$ cat config.mk
export PLATFORM = sky130hd
export DESIGN_NAME = lru_block_buffer_cache_flat
export DESIGN_NICKNAME = d
export VERILOG_FILES = /design/src/design/lbc_pkg.sv /design/src/design/lbc_stream_if.sv /design/src/design/lbc_datapath.sv /design/src/design/lbc_ctrl.sv /design/src/design/lru_block_buffer_cache.sv /design/src/flat_wrapper.sv
export VERILOG_INCLUDE_DIRS = /design/src /design/src/design
export SDC_FILE = /design/constraint.sdc
export NUM_CORES = 1
export LEC_CHECK = 0
export BUFFER_PORTS_ARGS = -buffer_cell sky130_fd_sc_hd__buf_2
export CAP_MARGIN = 15
export CORE_UTILIZATION = 45
export DETAILED_ROUTE_END_ITERATION = 12
export GPL_TIMING_DRIVEN = 0
export PLACE_DENSITY_LB_ADDON = 0.25
export SKIP_LAST_GASP = 1
export SLEW_MARGIN = 10
export SYNTH_ARGS = -nofsm -noshare
export SYNTH_HDL_FRONTEND = slang
export SYNTH_HIERARCHICAL = 1
export SYNTH_SLANG_ARGS = --single-unit
$ cat constraint.sdc
create_clock -name clk -period 5.9 [get_ports clk]
set_input_delay 1.77 -clock clk [delete_from_list [all_inputs] [get_ports clk]]
set_output_delay 1.77 -clock clk [all_outputs]
set_load 0.02 [all_outputs]
$ cat src/design/lru_block_buffer_cache_defines.svh
// Assertion macros used by the buffer cache controller.
`ifndef LRU_BLOCK_BUFFER_CACHE_DEFINES_SVH
`define LRU_BLOCK_BUFFER_CACHE_DEFINES_SVH
// Property checked on every rising clock edge outside reset.
`define LBC_ASSERT(label, clk, rst_n, prop, msg) \
	label: assert property (@(posedge clk) disable iff (!rst_n) prop) else $error(msg);
// Signal is never high while another one is high.
`define LBC_NEVER_BOTH(label, clk, rst_n, a, b, msg) \
	label: assert property (@(posedge clk) disable iff (!rst_n) !((a) && (b))) else $error(msg);
`endif

$ cat src/design/lbc_pkg.sv
// Types and codes shared by the buffer cache modules.
package lbc_pkg;
	localparam int CMD_W = 3;
	localparam int IDX_W = 4;
	localparam int BLK_W = 24;
	localparam int STS_W = 2;
	localparam int OP_W = 2;

	localparam logic [CMD_W-1:0] CMD_GET = 3'd0;
	localparam logic [CMD_W-1:0] CMD_READ = 3'd1;
	localparam logic [CMD_W-1:0] CMD_RELEASE = 3'd2;
	localparam logic [CMD_W-1:0] CMD_WRITE_NOW = 3'd3;
	localparam logic [CMD_W-1:0] CMD_WRITE_DELAYED = 3'd4;
	localparam logic [CMD_W-1:0] CMD_FLUSH = 3'd5;

	localparam logic [STS_W-1:0] STS_OK = 2'd0;
	localparam logic [STS_W-1:0] STS_NO_FREE = 2'd1;
	localparam logic [STS_W-1:0] STS_BUSY = 2'd2;

	localparam logic [OP_W-1:0] OP_NONE = 2'd0;
	localparam logic [OP_W-1:0] OP_READ = 2'd1;
	localparam logic [OP_W-1:0] OP_WRITE = 2'd2;

	typedef struct packed {
		logic [CMD_W-1:0] command;
		logic [BLK_W-1:0] block_number;
		logic [IDX_W-1:0] buffer_index;
	} req_t;

	typedef struct packed {
		logic [STS_W-1:0] status;
		logic [IDX_W-1:0] result_buffer;
		logic             hit;
		logic [OP_W-1:0]  disk_op;
		logic [BLK_W-1:0] disk_block;
		logic             last;
	} rsp_t;

	// Controller to datapath.
	typedef struct packed {
		logic load;     // capture request, start lookup
		logic execute;  // apply single-result command
		logic evict;    // emit victim write-back
		logic scan;     // flush: test current index
		logic emit;     // capture result into output register
	} cmd_t;

	// Datapath to controller.
	typedef struct packed {
		logic need_evict; // miss victim is valid and dirty
		logic is_flush;
		logic scan_dirty; // flush: current index dirty
		logic more_dirty; // flush: a dirty buffer lies past the current index
	} sts_t;
endpackage

$ cat src/design/lbc_stream_if.sv
// Valid/ready channel carrying a payload of a given type.
interface lbc_stream_if #(parameter type T = logic) ();
	logic valid;
	logic ready;
	T     data;
	modport source (output valid, output data, input ready);
	modport sink (input valid, input data, output ready);
endinterface

$ cat src/design/lbc_datapath.sv
// Buffer table, LRU free queue, lookup and result formation.
module lbc_datapath #(
	parameter int BUFFERS = 16,
	parameter int BLOCK_BITS = 24
) (
	input  logic           clk,
	input  logic           arst_n,
	input  lbc_pkg::req_t  req,
	input  lbc_pkg::cmd_t  cmd,
	output lbc_pkg::sts_t  sts,
	output lbc_pkg::rsp_t  rsp
);
	import lbc_pkg::*;
	localparam int BW = $clog2(BUFFERS);
	localparam int CW = $clog2(BUFFERS + 1);

	logic [BLOCK_BITS-1:0] tag_q [BUFFERS];
	logic [BUFFERS-1:0] valid_q, done_q, dirty_q, held_q;
	logic [BW-1:0] order_q [BUFFERS];
	logic [CW-1:0] fcount_q;

	req_t req_q;
	logic [BLOCK_BITS-1:0] blk_q;
	logic found_q;
	logic [BW-1:0] fbuf_q;
	logic [BW-1:0] scan_q;
	rsp_t pend_q, rsp_q;

	// Lookup compare, registered at load.
	logic [BLOCK_BITS-1:0] blk_in;
	logic found_c;
	logic [BW-1:0] fbuf_c;
	assign blk_in = BLOCK_BITS'(req.block_number);
	always_comb begin
		found_c = 1'b0;
		fbuf_c = '0;
		for (int i = BUFFERS - 1; i >= 0; i--) begin
			if (valid_q[i] && tag_q[i] == blk_in) begin
				found_c = 1'b1;
				fbuf_c = BW'(i);
			end
		end
	end

	logic idx_ok;
	logic [BW-1:0] idx;
	assign idx_ok = 32'(req_q.buffer_index) < BUFFERS;
	assign idx = BW'(req_q.buffer_index);

	logic is_get, miss_ok;
	logic [BW-1:0] victim, tgt;
	assign is_get = req_q.command == CMD_GET || req_q.command == CMD_READ;
	assign victim = order_q[0];
	assign miss_ok = fcount_q != '0;
	assign tgt = found_q ? fbuf_q : victim;

	// Dirty buffers above the scan index decide which write ends the flush.
	logic more_c;
	always_comb begin
		more_c = 1'b0;
		for (int i = 0; i < BUFFERS; i++)
			if (32'(i) > 32'(scan_q) && dirty_q[i]) more_c = 1'b1;
	end

	assign sts.need_evict = is_get && !found_q && miss_ok && valid_q[victim] && dirty_q[victim];
	assign sts.is_flush = req_q.command == CMD_FLUSH;
	assign sts.scan_dirty = dirty_q[scan_q];
	assign sts.more_dirty = more_c;
	assign rsp = rsp_q;

	// Queue position of a buffer.
	logic [BW-1:0] pos;
	logic [BW-1:0] rm;
	logic do_rm, do_app;
	logic [BW-1:0] app;
	always_comb begin
		rm = found_q ? fbuf_q : victim;
		pos = '0;
		for (int i = 0; i < BUFFERS; i++)
			if (32'(i) < 32'(fcount_q) && order_q[i] == rm) pos = BW'(i);
	end

	// Victim write-back and flush scan results.
	rsp_t ev_r, sc_r;
	always_comb begin
		ev_r = '0;
		ev_r.result_buffer = IDX_W'(victim);
		ev_r.disk_op = OP_WRITE;
		ev_r.disk_block = BLK_W'(tag_q[victim]);
		sc_r = '0;
		sc_r.last = 1'b1;
		if (dirty_q[scan_q]) begin
			sc_r.result_buffer = IDX_W'(scan_q);
			sc_r.disk_op = OP_WRITE;
			sc_r.disk_block = BLK_W'(tag_q[scan_q]);
			sc_r.last = !more_c;
		end
	end

	// Single-result command evaluation.
	rsp_t one;
	always_comb begin
		one = '0;
		one.last = 1'b1;
		do_rm = 1'b0;
		do_app = 1'b0;
		app = idx;
		if (is_get) begin
			if (found_q && held_q[fbuf_q]) begin
				one.status = STS_BUSY;
				one.result_buffer = IDX_W'(fbuf_q);
				one.hit = 1'b1;
			end else if (!found_q && !miss_ok) begin
				one.status = STS_NO_FREE;
			end else begin
				do_rm = 1'b1;
				one.result_buffer = IDX_W'(tgt);
				one.hit = found_q;
				if (req_q.command == CMD_READ &&
						(!found_q || (!done_q[tgt] && !dirty_q[tgt]))) begin
					one.disk_op = OP_READ;
					one.disk_block = BLK_W'(blk_q);
				end
			end
		end else if (req_q.command == CMD_RELEASE || req_q.command == CMD_WRITE_NOW ||
				req_q.command == CMD_WRITE_DELAYED) begin
			one.result_buffer = req_q.buffer_index;
			if (idx_ok && held_q[idx] && (req_q.command == CMD_RELEASE || valid_q[idx]))
				do_app = 1'b1;
			if (idx_ok && valid_q[idx] && req_q.command == CMD_WRITE_NOW) begin
				one.disk_op = OP_WRITE;
				one.disk_block = BLK_W'(tag_q[idx]);
			end
		end
	end

	always_ff @(posedge clk or negedge arst_n) begin
		if (!arst_n) begin
			valid_q <= '0;
			done_q <= '0;
			dirty_q <= '0;
			held_q <= '0;
			fcount_q <= CW'(BUFFERS);
			for (int i = 0; i < BUFFERS; i++) order_q[i] <= BW'(i);
			scan_q <= '0;
		end else begin
			if (cmd.load) scan_q <= '0;
			if (cmd.evict) pend_q <= ev_r;
			if (cmd.execute) begin
				pend_q <= one;
				if (do_rm) begin
					for (int i = 0; i < BUFFERS - 1; i++)
						if (32'(i) >= 32'(pos)) order_q[i] <= order_q[i+1];
					fcount_q <= fcount_q - 1'b1;
					held_q[tgt] <= 1'b1;
					if (!found_q) begin
						dirty_q[tgt] <= 1'b0;
						tag_q[tgt] <= blk_q;
						valid_q[tgt] <= 1'b1;
						done_q[tgt] <= one.disk_op == OP_READ;
					end else if (one.disk_op == OP_READ) begin
						done_q[tgt] <= 1'b1;
					end
				end
				if (idx_ok && valid_q[idx] && (req_q.command == CMD_WRITE_NOW ||
						req_q.command == CMD_WRITE_DELAYED)) begin
					done_q[idx] <= 1'b1;
					dirty_q[idx] <= req_q.command == CMD_WRITE_DELAYED;
				end
				if (do_app) begin
					held_q[app] <= 1'b0;
					order_q[fcount_q[BW-1:0]] <= app;
					fcount_q <= fcount_q + 1'b1;
				end
			end
			if (cmd.scan) begin
				pend_q <= sc_r;
				if (dirty_q[scan_q]) begin
					dirty_q[scan_q] <= 1'b0;
					done_q[scan_q] <= 1'b1;
				end
				if (32'(scan_q) != BUFFERS - 1) scan_q <= scan_q + 1'b1;
			end
		end
	end

	// Request and lookup capture, and the result output register.
	always_ff @(posedge clk) begin
		if (cmd.load) begin
			req_q <= req;
			blk_q <= blk_in;
			found_q <= found_c;
			fbuf_q <= fbuf_c;
		end
		if (cmd.emit) rsp_q <= pend_q;
	end
endmodule

$ cat src/design/lbc_ctrl.sv
// Command sequencer for the buffer cache.
module lbc_ctrl (
	input  logic          clk,
	input  logic          arst_n,
	input  logic          in_valid,
	output logic          in_ready,
	output logic          out_valid,
	input  logic          out_ready,
	input  lbc_pkg::sts_t sts,
	output lbc_pkg::cmd_t cmd
);
	import lbc_pkg::*;
	`include "lru_block_buffer_cache_defines.svh"

	localparam logic [2:0] S_IDLE = 3'd0;
	localparam logic [2:0] S_DECIDE = 3'd1;
	localparam logic [2:0] S_EXEC = 3'd3;
	localparam logic [2:0] S_SCAN = 3'd4;
	localparam logic [2:0] S_FILL = 3'd5;

	logic [2:0] state_q, ret_q;
	logic full_q;
	logic done_q; // final result already queued

	logic free_out;
	assign free_out = !full_q || out_ready;
	assign out_valid = full_q;
	assign in_ready = state_q == S_IDLE;

	// Result path: pend_q loaded in DECIDE/EXEC/SCAN, moved into output in FILL.
	always_comb begin
		cmd = '0;
		cmd.load = in_valid && in_ready;
		case (state_q)
			S_DECIDE: begin
				cmd.evict = sts.need_evict;
				cmd.execute = !sts.need_evict && !sts.is_flush;
				cmd.scan = sts.is_flush;
			end
			S_EXEC: cmd.execute = 1'b1;
			S_SCAN: cmd.scan = 1'b1;
			S_FILL: cmd.emit = free_out;
			default: ;
		endcase
	end

	always_ff @(posedge clk or negedge arst_n) begin
		if (!arst_n) begin
			state_q <= S_IDLE;
			ret_q <= S_IDLE;
			full_q <= 1'b0;
			done_q <= 1'b0;
		end else begin
			if (cmd.emit) full_q <= 1'b1;
			else if (out_valid && out_ready) full_q <= 1'b0;
			case (state_q)
				S_IDLE: if (cmd.load) state_q <= S_DECIDE;
				S_DECIDE: begin
					state_q <= S_FILL;
					if (sts.need_evict) begin
						ret_q <= S_EXEC;
						done_q <= 1'b0;
					end else if (sts.is_flush) begin
						ret_q <= S_SCAN;
						done_q <= !sts.more_dirty;
						if (!sts.scan_dirty && sts.more_dirty) state_q <= S_SCAN;
					end else begin
						ret_q <= S_IDLE;
						done_q <= 1'b1;
					end
				end
				S_EXEC: begin
					state_q <= S_FILL;
					ret_q <= S_IDLE;
					done_q <= 1'b1;
				end
				S_SCAN: begin
					done_q <= !sts.more_dirty;
					if (sts.scan_dirty || !sts.more_dirty) state_q <= S_FILL;
				end
				S_FILL: if (free_out) begin
					state_q <= done_q ? S_IDLE : ret_q;
				end
				default: state_q <= S_IDLE;
			endcase
		end
	end

	`LBC_NEVER_BOTH(a_load_busy, clk, arst_n, cmd.load, state_q != S_IDLE, "load outside idle")
	`LBC_ASSERT(a_fill_sets, clk, arst_n, cmd.emit |=> full_q, "emitted result not shown")
	`LBC_NEVER_BOTH(a_one_op, clk, arst_n, cmd.evict, cmd.execute, "evict and execute together")
endmodule

$ cat src/design/lru_block_buffer_cache.sv
// Buffer cache top level: LRU buffer table with delayed write.
// A request passes through DECIDE and FILL to its first result; a victim write-back
// adds EXEC and a second FILL. Requests are taken only in IDLE, after the previous
// request's last result is registered; a flush scans up to the last dirty buffer.
// Reset clears all buffer flags and puts every buffer in the free queue in index order.
module lru_block_buffer_cache #(
	parameter int BUFFERS = 16,
	parameter int BLOCK_BITS = 24
) (
	input logic clk,
	input logic arst_n,
	lbc_stream_if.sink   req,
	lbc_stream_if.source rsp
);
	import lbc_pkg::*;

	cmd_t cmd;
	sts_t sts;

	lbc_ctrl u_ctrl (
		.clk(clk), .arst_n(arst_n),
		.in_valid(req.valid), .in_ready(req.ready),
		.out_valid(rsp.valid), .out_ready(rsp.ready),
		.sts(sts), .cmd(cmd)
	);

	lbc_datapath #(.BUFFERS(BUFFERS), .BLOCK_BITS(BLOCK_BITS)) u_dp (
		.clk(clk), .arst_n(arst_n),
		.req(req.data), .cmd(cmd), .sts(sts), .rsp(rsp.data)
	);
endmodule

$ cat src/flat_wrapper.sv
// flat-port wrapper written by rule: the top's interface ports become plain ports
module lru_block_buffer_cache_flat import lbc_pkg::*;
#(
	parameter int BUFFERS = 16,
	parameter int BLOCK_BITS = 24
)
  (clk, arst_n, req_valid, req_data, req_ready, rsp_valid, rsp_data, rsp_ready);
  lbc_stream_if #(.T(req_t)) req_i ();
  lbc_stream_if #(.T(rsp_t)) rsp_i ();
  input logic clk;
  input logic arst_n;
  input wire logic [$bits(req_i.valid)-1:0] req_valid;
  input wire logic [$bits(req_i.data)-1:0] req_data;
  output wire logic [$bits(req_i.ready)-1:0] req_ready;
  output wire logic [$bits(rsp_i.valid)-1:0] rsp_valid;
  output wire logic [$bits(rsp_i.data)-1:0] rsp_data;
  input wire logic [$bits(rsp_i.ready)-1:0] rsp_ready;
  assign req_i.valid = req_valid;
  assign req_i.data = req_data;
  assign req_ready = req_i.ready;
  assign rsp_valid = rsp_i.valid;
  assign rsp_data = rsp_i.data;
  assign rsp_i.ready = rsp_ready;
  lru_block_buffer_cache #(.BUFFERS(BUFFERS), .BLOCK_BITS(BLOCK_BITS)) u_core (.clk(clk), .arst_n(arst_n), .req(req_i), .rsp(rsp_i));
endmodule
==> impl_metrics.py <==
metrics = {
    "die": {
        "die_area_um2": 85230,
        "design.portCount": 71,
        "die_height_um": 291.9,
        "std_cell_rows": 105,
        "die_x_extent_um": 291.9,
        "core_area_um2": 82640,
        "floorplan.initialDensity_pct": 45.78,
    },
    "critical_path": {
        "critical_path.startpoint_type": "flip-flop",
        "critical_path_arrival_ns": 6.22,
        "timing_worst_setup_path_type": "reg -> reg",
        "worst_path_maximum_fanout": 10,
        "critical_path_required_time_ns": 6.27,
        "critPathCaptureType": "flip-flop",
    },
    "synth": {
        "synthesis.nets": 2775,
        "synthSimpleGateAreaFrac_pct": 7.432,
        "synth-edff-count": 488,
        "post_synth.cell_area_avg_um2": 13.85,
        "postSynthCellCount": 2732,
        "ys_async_sr_fraction_pct": 22.64,
        "synth_sequential_area_ratio_pct": 48.59,
        "mux_cell_area_share_after_synthesis_pct": 23.09,
        "ys_ff_latch": 636,
        "synth_compound_gate_area_share_pct": 7.654,
        "yosys.cell_count.top_type": "edfxtp_1",
        "postSynth.topFlopCell": "edfxtp_1",
        "synth.largest_area_cell": "edfxtp_1",
        "synth_top_family_by_area": "multiplexers",
        "synth.cells.most_frequent": "488 x edfxtp_1, 379 x mux4_2, 245 x xnor2_1",
        "synthesis.area_um2": 37830,
        "synthesis.yosys.warnings": 6,
        "xor_xnor_share_of_the_synthesized_area_pct": 10.33,
        "synthDistinctLibCells": 83,
        "synth.top_cells.by_area": "edfxtp_1 39%, mux4_2 23%, dfrtp_1 7.3%",
        "adder_cell_area_share_of_the_yosys_netlist_pct": 0.2646,
        "area_share_of_the_leading_cell_type_in_the_synthesized_netlist_pct": 38.74,
    },
    "clock_network": {
        "numCtsBuffers": 76,
        "tritoncts": "built",
        "sink_count_of_the_clock_tree": 636,
        "cts_htree_levels": 3,
        "clock_latency_ns": 0.66,
        "cts.clk_slew.worst_paths_ns": 0.06,
        "clk_root_buffer_cell": "clkbuf_16",
        "clock_tree.buffer_depth": 3,
        "holdBufCountCts": 0,
    },
    "sta": {
        "final-max-slew-violation-count": 0,
        "timing.final.hold_violations": 0,
        "finalSetupViolCount": 0,
        "final_min_period_over_clock_period_pct": 99.26,
        "post_route_minimum_period_ns": 5.856,
        "finalWorstSetupSlack_ns": 0.04385,
        "rsz_0062_raised_after_global_routing": "no",
        "achievable-frequency_mhz": 170.8,
        "timing.slew.headroom_pct": 6.141,
        "worst_slew_pin_slew_ns": 1.403,
        "finalClockSkew_ns": 0.03025,
    },
    "power": {
        "power.sequential.fraction_pct": 32.5,
        "power_switching_share_pct": 38.82,
        "share_of_power_burned_in_combinational_logic_pct": 41.9,
        "ir_drop_v": 0.0002461,
        "clock_power_share_pct": 25.7,
        "intPower_mw": 11.68,
        "switching_power_mw": 7.414,
        "power_per_cell_area_nw_per_um2": 440.5,
        "static_power_due_to_leakage_nw": 14.34,
    },
    "placement": {
        "place.port_buffers": 70,
        "place_worst_setup_slack_ns": -1.408,
        "place.gp.congestion": 1.062,
        "placed_cells_incl_taps": 3910,
        "post-dp-hpwl_um": 136800,
    },
    "cells_and_area": {
        "layout-drive-gt1-share_pct": 25.96,
        "area_growth_pct": 14.61,
        "post_layout_instance_count_excluding_filler_cells": 4075,
        "number_of_nets_in_the_final_layout": 2984,
        "layout.core_utilization_pct": 52.47,
    },
    "run_status": {
        "outcome": "completed",
    },
    "job": {
        "max_cap_viol_count": 0,
    },
    "global_routing": {
        "grt_pass1_vias": 28190,
        "grt.overflow.total": 0,
        "gr-max-usage-layer": "met2",
        "use_met3_pct": 11.13,
        "gr-usage-all-layers_pct": 41.78,
        "first_pass_grt_wire_length_um": 239600,
        "grt_util_met1_pct": 49.83,
        "grt_start_max_net_pins": 106,
        "antenna_found_initial": 10,
        "groute.layer.met2.usage_pct": 66.25,
    },
    "route": {
        "detailroute.via_count": 29320,
        "avgViaCountPerCell": 7.194,
        "first_iter_violations": 4474,
        "route.final.wire_length_um": 177400,
        "detail_route.wl_per_cell_um": 43.54,
        "route.antenna.remaining_nets": 0,
        "drc": 0,
        "drt_pass1_iterations": 5,
    },
    "min_path": {
        "hold_path_class": "reg -> reg",
    },
}
-- cell usage in the layout (no fill, tap or decap), drive strengths merged, types with 88 or more instances in the layout --
master | Yosys | final
edfxtp | 488 | 488
mux4 | 379 | 379
buf | 63 | 193
clkbuf | 161 | 252
nand2 | 118 | 118
xnor2 | 245 | 245
nor2 | 173 | 173
dfrtp | 111 | 111
xor2 | 201 | 201
a21oi | 88 | 88
-- power groups by stage --
stage	Combinational, mW	Sequential [mW]	Clock, mW
3_3_place_gp	7.53	6.26	0
4_1_cts	7.76	6.17	4.95
3_5_place_dp	7.71	6.24	0
2_1_floorplan	4.92	6.13	0
6_report	8.00	6.20	4.90
5_1_grt	8.24	6.24	5.10
-- flip-flops by register name, summed over array words and instances, names as in the netlist, 2 cells and up, named ones only --
signal	cells
u_core/u_dp/fbuf_q	4
u_core/u_dp/dirty_q	16
u_core/u_dp/pend_q	34
u_core/u_dp/req_q	3
u_core/u_dp/fcount_q	5
u_core/u_dp/app	4
u_core/u_dp/tag_q	384
u_core/u_dp/order_q	56
u_core/u_dp/victim	4
u_core/u_dp/valid_q	16
u_core/u_dp/rsp	34
u_core/u_ctrl/ret_q	2
u_core/u_dp/scan_q	4
u_core/u_dp/done_q	16
u_core/u_dp/blk_q	24
u_core/u_ctrl/state_q	3
u_core/u_dp/held_q	16
-- metal layers --
metal,vias up,wire [µm]
li1,11290,-
met1,14990,60420
met2,2480,82130
met3,545,19670
met4,12,15130
met5,-,69
-- cells by family (layout without fill, tap and decap cells) --
family | count (synthesis) | count (layout)
xor gates and xnor gates | 446 | 446
adders and majority gates | 8 | 8
AOI/OAI and AO/OA | 418 | 418
and+or+nand+nor | 574 | 574
DFF | 636 | 636
other | 0 | 4
muxes | 397 | 397
buffers and inverters | 253 | 522
-- final timing paths --
kind | depth (start not counted) | startpoint | end | slack (ns)
worst max-delay path | 18 | u_core/u_dp/victim[1] | u_core/u_dp/pend_q[31] | 0.04
worst min-delay path | 0 | u_core/u_dp/pend_q[30] | u_core/u_dp/rsp[30] | 0.42
worst max register to register | 18 | u_core/u_dp/victim[1] | u_core/u_dp/pend_q[31] | 0.04
worst min register to register | 0 | u_core/u_dp/pend_q[30] | u_core/u_dp/rsp[30] | 0.42
max in group asynchronous | 2 | arst_n | u_core/u_dp/done_q[5] | 3.97
min in group asynchronous | 1 | arst_n | u_core/u_dp/order_q[9] | 1.01
-- worst max-delay path: stages, from the launching register on --
cell	delay (ns)
dfrtp_1	0.33
clkbuf_1	0.45
buf_2	0.54
clkbuf_1	0.45
buf_2	0.36
a311oi_1	0.16
a211oi_1	0.29
a21oi_1	0.10
a211oi_2	0.59
nor2_1	0.10
nor2_1	0.12
nor2_1	0.13
clkbuf_2	0.31
inv_1	0.30
clkbuf_2	0.36
clkbuf_2	0.37
nor2_1	0.21
a311oi_1	0.30
a21oi_1	0.07
-- area by class of cell --
| class | count | area [µm²] |
|---|---|---|
| Clock buffer | 92 | 2056 |
| Tap cell | 1070 | 1339 |
| Buffer | 222 | 934.6 |
| Sequential cell | 636 | 18380 |
| Clock inverter | 46 | 496.7 |
| Fill cell | 6944 | 39280 |
| Antenna cell | 4 | 10.01 |
| Multi-Input combinational cell | 1843 | 18640 |
| Inverter | 29 | 108.9 |
| Timing Repair Buffer | 133 | 1394 |
-- through the flow --
| step | setup TNS (ns) | hold WS (ns) | area [µm²] | total power, mW |
|---|---|---|---|---|
| 6_report | 0 | 0.4198 | 43360 | 19.10 |
| 5_1_grt | 0 | 0.4221 | 43350 | 19.58 |
| 4_1_cts | 0 | 0.4197 | 43230 | 18.88 |
| 3_5_place_dp | -495.35 | 0.4054 | 40340 | 13.95 |
| 3_3_place_gp | -1600.57 | 0.4004 | 39520 | 13.79 |
| 2_1_floorplan | 0 | 0.4003 | 37830 | 11.05 |
-- repair_timing --
action                     4_1_cts  5_1_grt
setup endpoints to repair      566      100
pin swaps                        9        2
setup buffers                   15        3
gates resized for setup         19        2
Note: power is estimated with default switching activity, not from simulation.
